$ cat src/hw/rtl/port_bitmap_allocator_macros.svh
// ---------------------------------------------------------------------------
// port_bitmap_allocator_macros.svh
// Assertion macros for the port bitmap allocator. Both expect clk and rst_n
// in scope and stay silent while reset is asserted.
// ---------------------------------------------------------------------------
`ifndef PORT_BITMAP_ALLOCATOR_MACROS_SVH
`define PORT_BITMAP_ALLOCATOR_MACROS_SVH

`ifndef SYNTHESIS

`define PBA_ASSERT(lbl, prop, msg) \
  lbl: assert property (@(posedge clk) disable iff (!rst_n) prop) else $error(msg);

`define PBA_ASSERT_NEVER(lbl, cond, msg) \
  lbl: assert property (@(posedge clk) disable iff (!rst_n) !(cond)) else $error(msg);

`else

`define PBA_ASSERT(lbl, prop, msg)

`define PBA_ASSERT_NEVER(lbl, cond, msg)

`endif

`endif

$ cat src/hw/rtl/pba_pkg.sv
// ---------------------------------------------------------------------------
// pba_pkg
// Types and constants shared by the port bitmap allocator modules.
// ---------------------------------------------------------------------------
`default_nettype none

package pba_pkg;

  localparam int PORT_W     = 16;
  localparam int PORT_COUNT = 65536;
  localparam int WORD_W     = 32;
  localparam int OFF_W      = 5;
  localparam int MAP_WORDS  = (PORT_COUNT + WORD_W - 1) / WORD_W;
  localparam int MAP_AW     = (MAP_WORDS > 1) ? $clog2(MAP_WORDS) : 1;
  localparam int CNT_W      = $clog2(MAP_WORDS + 1);
  localparam int TAIL_BITS  = PORT_COUNT % WORD_W;

  // bits of the last map word that lie beyond the port range read as used
  localparam logic [WORD_W-1:0] TAIL_MASK =
    (TAIL_BITS == 0) ? '0 : ~((WORD_W'(1) << TAIL_BITS) - WORD_W'(1));
  localparam logic [MAP_AW-1:0] LAST_WORD  = MAP_AW'(MAP_WORDS - 1);
  localparam logic [PORT_W:0]   PORT_LIMIT = (PORT_W + 1)'(PORT_COUNT);

  typedef struct packed {
    logic [PORT_W-1:0] requested_port;
    logic              shared;
  } pba_in_t;

  typedef struct packed {
    logic [PORT_W-1:0] granted_port;
    logic              already_taken;
  } pba_out_t;

  typedef struct packed {
    logic              rd_en;
    logic [MAP_AW-1:0] rd_addr;
    logic              wr_en;
    logic [MAP_AW-1:0] wr_addr;
    logic [WORD_W-1:0] wr_data;
  } pba_mem_req_t;

endpackage

`default_nettype wire

$ cat src/hw/rtl/pba_find.sv
// ---------------------------------------------------------------------------
// pba_find
// Masks one map word for the current search visit and returns the lowest
// clear bit.
// ---------------------------------------------------------------------------
`default_nettype none

module pba_find
  import pba_pkg::*;
(
  input  logic [WORD_W-1:0] word,
  input  logic              first_visit,
  input  logic              last_visit,
  input  logic              tail_word,
  input  logic [OFF_W-1:0]  offset,
  output logic              found,
  output logic [OFF_W-1:0]  idx
);

  logic [WORD_W-1:0] below;
  logic [WORD_W-1:0] masked;

  // first visit skips bits below the start, the wrapped visit the rest
  always_comb begin
    below  = (WORD_W'(1) << offset) - WORD_W'(1);
    masked = word;
    if (first_visit) begin
      masked = masked | below;
    end
    if (last_visit) begin
      masked = masked | ~below;
    end
    if (tail_word) begin
      masked = masked | TAIL_MASK;
    end
  end

  always_comb begin
    found = 1'b0;
    idx   = '0;
    for (int i = WORD_W - 1; i >= 0; i--) begin
      if (!masked[i]) begin
        found = 1'b1;
        idx   = OFF_W'(i);
      end
    end
  end

endmodule

`default_nettype wire

$ cat config.mk
export PLATFORM = sky130hd
export DESIGN_NAME = pba_find
export DESIGN_NICKNAME = d
export VERILOG_FILES = /design/src/hw/rtl/port_bitmap_allocator_macros.svh /design/src/hw/rtl/pba_pkg.sv /design/src/hw/rtl/pba_find.sv
export SDC_FILE = /design/constraint.sdc
export NUM_CORES = 1
export LEC_CHECK = 0
export ABC_AREA = 1
export BUFFER_PORTS_ARGS = -buffer_cell sky130_fd_sc_hd__buf_4
export CAP_MARGIN = 40
export CORE_MARGIN = 5
export CORE_UTILIZATION = 50
export DETAILED_ROUTE_END_ITERATION = 8
export PLACE_DENSITY = 0.87
export SETUP_SLACK_MARGIN = 0.02
export SYNTH_ARGS = -nofsm -noshare
export SYNTH_HDL_FRONTEND = slang
export SYNTH_SLANG_ARGS = --single-unit
$ cat constraint.sdc
create_clock -name vclk -period 10
set_input_delay 1 -clock vclk [all_inputs]
set_output_delay 1 -clock vclk [all_outputs]
set_load 0.03 [all_outputs]
== Word-level counts from Yosys, hierarchy flattened ==
Cells that the tools add are included.
Operators by class
  shifts and indexed selects: 1
  bitwise gates (word level): 3
  multiply operators: 0
  eq/ne operators: 0
  reduce and logical (&&, ||, !) cells: 0
  $add $sub $neg: 1
  divide/modulo/power cells: 0
  mux-type cells: 66
  order comparisons: 0
Operators by type and width (number)
  $mux 5: 32
  $mux 32: 2
  $or 32x32->32: 2
  $mux 1: 32
  $not 32->32: 1
  $shl 1x5->32 const A: 1
  $sub 32x2->32 const B: 1
Word-level totals
  bits in latches: 0
  bits in registers: 0
  RAM bits: 0
  memories: 0
  ROM bits: 0
  logic and storage cells: 71
  output and inout port bits: 6

== Depth between registers and ports, before layout ==
  depth in word-level cells: 38
  depth in mapped cells: 45
  mapped depth without buffers: 43

== Worst setup path after synthesis ==
No wires, ideal clock.
  path type: in2out
  from: input port offset[2]
  to: output port idx[0]
  stages on the path: 44
  arrival time: 4147 ps
  slack: 4853 ps
  cells stage by stage: clkbuf_2 buf_4 nor3_1 inv_1 nor2_1 inv_1 ha_1 nand2_2 nor2_4 nand3_1 nor2_1 nand2_1 nand2_1 nand2_1 nand2_1 nand3b_1 nand2_1 nand2_1 [... 8 more ...] nand2_1 nand2_1 nand2_1 nand2_1 nand2_1 nand2_1 nand2_1 nand2_1 nand2_1 nand2_1 nand2_1 nand2_1 nand2_1 nand2_1 nand2_1 nand2_1 nand2_1 a21oi_2
On the way
  longest elaborated chain between the ends: 38
  elaborated cells between the ends (all ways): 39
Ends and longest elaborated chain
  from (decl): line pba_find.sv:15  | input logic [OFF_W-1:0] offset,
  $shl 1x5->32 (*): line pba_find.sv:25  | below = (WORD_W'(1) << offset) - WORD_W'(1);
  $sub 32x2->32 (*): line pba_find.sv:25
  $or 32x32->32: line pba_find.sv:28  | masked = masked | below;
  $mux 32: line pba_find.sv:27  | if (first_visit) begin
  $or 32x32->32: line pba_find.sv:31  | masked = masked | ~below;
  $mux 32 (*): line pba_find.sv:30  | if (last_visit) begin
  $mux 5 (31 in series): line pba_find.sv:42  | if (!masked[i]) begin
  $mux 5 (*): line pba_find.sv:42
  to (decl): line pba_find.sv:17  | output logic [OFF_W-1:0] idx
Mark *: on every way between the ends. The rest lies on a longest branch, timed or not.

== Worst setup path in the final report ==
Ends and elaborated chain as after synthesis.

==> flow_metrics.py <==
metrics = {
    "worst_setup_path": {
        "cpMostUsedCell": "nand2_1",
        "endpoint_kind": "output pin",
        "arrival_ns": 4.51,
        "startpoint_type": "primary input",
        "cp_data_required_time_ns": 9.00,
        "crit_type": "in2out",
        "slowest_delay_ns": 0.37,
        "cp_max_fo": 16,
        "cp_slowest_cell": "nor3_1",
    },
    "logic_synthesis": {
        "yosys.area_share.adder_pct": 0.812,
        "synth_area_per_cell_sq_um": 4.82,
        "synth.distinct_cells": 34,
        "synth_mux_area_share_pct": 0,
        "syn-num-nets": 361,
        "synth_compound_area_share_pct": 25.0,
        "syn_inst": 320,
        "synth_area_sq_um": 1540,
        "synth_xor_area_share_pct": 3.98,
        "yosysWarningCount": 0,
        "yosys.area_share.simple_pct": 55.8,
        "synth_top_family_by_area": "simple AND/OR/NAND/NOR gates",
        "yosysSeqAreaShare_pct": 0,
    },
    "power": {
        "pwr-share-clk_pct": 0,
        "power_density_nw_per_um2": 55.0,
        "swShare_pct": 60.5,
        "pwr-share-comb_pct": 100.0,
        "p_int_w": 0.0000399,
        "total_power_w": 0.000101,
        "power_frac_seq_pct": 0,
        "leakage_nw": 1.10,
        "net-switching-power_w": 0.0000611,
        "max-vdd-ir-drop_mv": 0.0320,
    },
    "global_route": {
        "grtUsageMet2_pct": 42.0,
        "met3_usage_pct": 1.88,
        "grt_use_total_pct": 22.2,
        "grt_pass1_wl_um": 7990,
        "grt-busiest-layer": "met2",
        "met1_usage_pct": 27.1,
        "grt_pass1_vias": 1965,
        "antenna_found_initial": 0,
        "grt_overflow": 0,
        "grt_max_degree": 20,
    },
    "hold_path": {
        "min_from": "word[3]",
        "min_to": "idx[1]",
        "min_path_type": "in2out",
        "worstHoldPathCells": 5,
    },
    "finish": {
        "areaGrowthSynthToFinish_pct": 19.2,
        "antenna_cells": 0,
        "final_common_cell": "nand2_1",
        "fin_nets": 396,
        "multiInputGateArea_sq_um": 1320,
        "fin_cells": 386,
        "final_cell_mix": "88 x nand2_1, 50 x nor2_1, 45 x buf_4",
        "seq_area_sq_um": 0,
        "nClkBuffers": 0,
        "drive_gt1_share_pct": 16.7,
        "n_fill_cell": 333,
        "design.seq.count": 0,
    },
    "floorplan": {
        "die_h_um": 65.5,
        "die_w_um": 65.5,
        "fp.dieArea_sq_um": 4290,
        "core-area_sq_um": 3000,
        "io_pins": 46,
        "start_util_pct": 51.3,
        "num_rows": 20,
    },
    "placement": {
        "placed_cells": 386,
        "dp_hpwl_um": 3950,
        "portBuffers": 45,
        "gp_congestion": 0.922,
    },
    "timing": {
        "fmax_mhz": 182,
        "slew_headroom_pct": 70.1,
        "finalCritPeriodShare_pct": 55.1,
        "finalHoldViolations": 0,
        "setup_violations": 0,
        "min_period_ns": 5.51,
        "worst_pin_slew_ns": 0.444,
        "fin_setup_tns_ns": 0,
        "grt_setup_unrepaired": "false",
        "drv_slew": 0,
    },
    "run_status": {
        "outcome": "completed",
    },
    "drt": {
        "drt_iter0_drc": 163,
        "firstDrtPassIters": 4,
        "routedWlPerCell_um": 12.1,
        "vias": 2170,
        "via_per_inst": 5.62,
        "wirelength_um": 4670,
        "drc": 0,
        "ant_nets": 0,
    },
    "clock_tree": {
        "holdBufCountCts": 0,
        "post_cts_buffers": 0,
        "cts_resized": 0,
    },
    "job": {
        "cap_violations": 0,
    },
}
## layer usage
| metal | wire, um | share of wire (%) |
|---|---|---|
| met1 | 1970 | 42 |
| met2 | 2270 | 49 |
| met3 | 362 | 7.8 |
| met4 | 68 | 1.5 |
| met5 | 0 | 0 |
## synth_stat cells
library cell   n  area share [%]
clkinv_1       1            0.24
o31ai_1        1            0.49
a21oi_1       28             9.1
nand2_2        2            0.81
nor4_1         2            0.81
clkbuf_2       1            0.32
inv_2          2            0.49
clkbuf_1       2            0.49
o21ai_0       21             6.8
a21boi_0       1            0.49
nor2_2         5             2.0
nand2_1       88              21
a21oi_2        1            0.57
buf_6          2             1.5
o2111ai_1      1            0.57
o21bai_1       2            0.97
nor2_1        50              12
nor3_1         2            0.65
xnor2_1        4             2.3
a31oi_1        3             1.2
or2_1          1            0.41
xor2_1         3             1.7
inv_1         34             8.3
o22ai_1        2            0.81
nand3b_1       2            0.97
buf_2          2            0.65
ha_1           1            0.81
nand4_1        6             2.4
nor2_4         4             2.9
buf_4          5             2.4
nand3_1       33              11
nor3b_1        1            0.49
a211o_1        6             3.4
o221ai_1       1            0.57
## logic make-up (layout without fill, tap and decap cells)
kind of cell | count (synthesis) | count (layout)
buffers and inverters | 49 | 82
XOR/XNOR | 7 | 7
adder cells (fa/ha/maj) | 1 | 1
AND/OR/NAND/NOR | 196 | 196
AO/OA/AOI/OAI | 67 | 67
## how the worst max path moves through the flow
stage / startpoint / end / slack [ns] / depth (start not counted)
after floorplan: offset[2] / idx[0] / 4.85 / 44
after global placement: offset[2] / idx[0] / 4.62 / 44
after detailed placement: offset[2] / idx[0] / 4.57 / 44
after CTS: offset[2] / idx[0] / 4.56 / 44
after global routing: offset[4] / idx[0] / 3.98 / 44
final: offset[2] / idx[0] / 4.49 / 44
## critical path, delay by kind of cell
kind / cells / cell delay, ns
AOI/OAI and AO/OA: 1 / 0.13
adders and majority gates: 1 / 0.22
buffers and inverters: 4 / 0.51
and+or+nand+nor: 38 / 2.69
## final cells by class
cell class | instances | share of cell area [%]
inverter | 37 | 7.56
multi-input combinational | 271 | 71.8
tap | 33 | 2.25
timing repair buffer | 45 | 18.4
## stage by stage
stage	utilization [%]	hold slack [ns]	setup slack, ns	area, sq um
floorplan	-	2.30	4.85	1540
global placement	61.2	2.47	4.62	1840
detailed placement	61.2	2.48	4.57	1840
CTS	61.2	2.49	4.56	1840
global route	61.2	2.53	3.98	1840
finish	61.2	2.49	4.49	1840
## power groups by stage
stage / clock network [W] / registers (W) / logic [W]
5_1_grt: 0 / 0 / 0.000115
4_1_cts: 0 / 0 / 0.000100
2_1_floorplan: 0 / 0 / 0.0000743
3_3_place_gp: 0 / 0 / 0.0000975
6_report: 0 / 0 / 0.000101
3_5_place_dp: 0 / 0 / 0.000100
No activity file was read; power rests on OpenSTA's default activity.
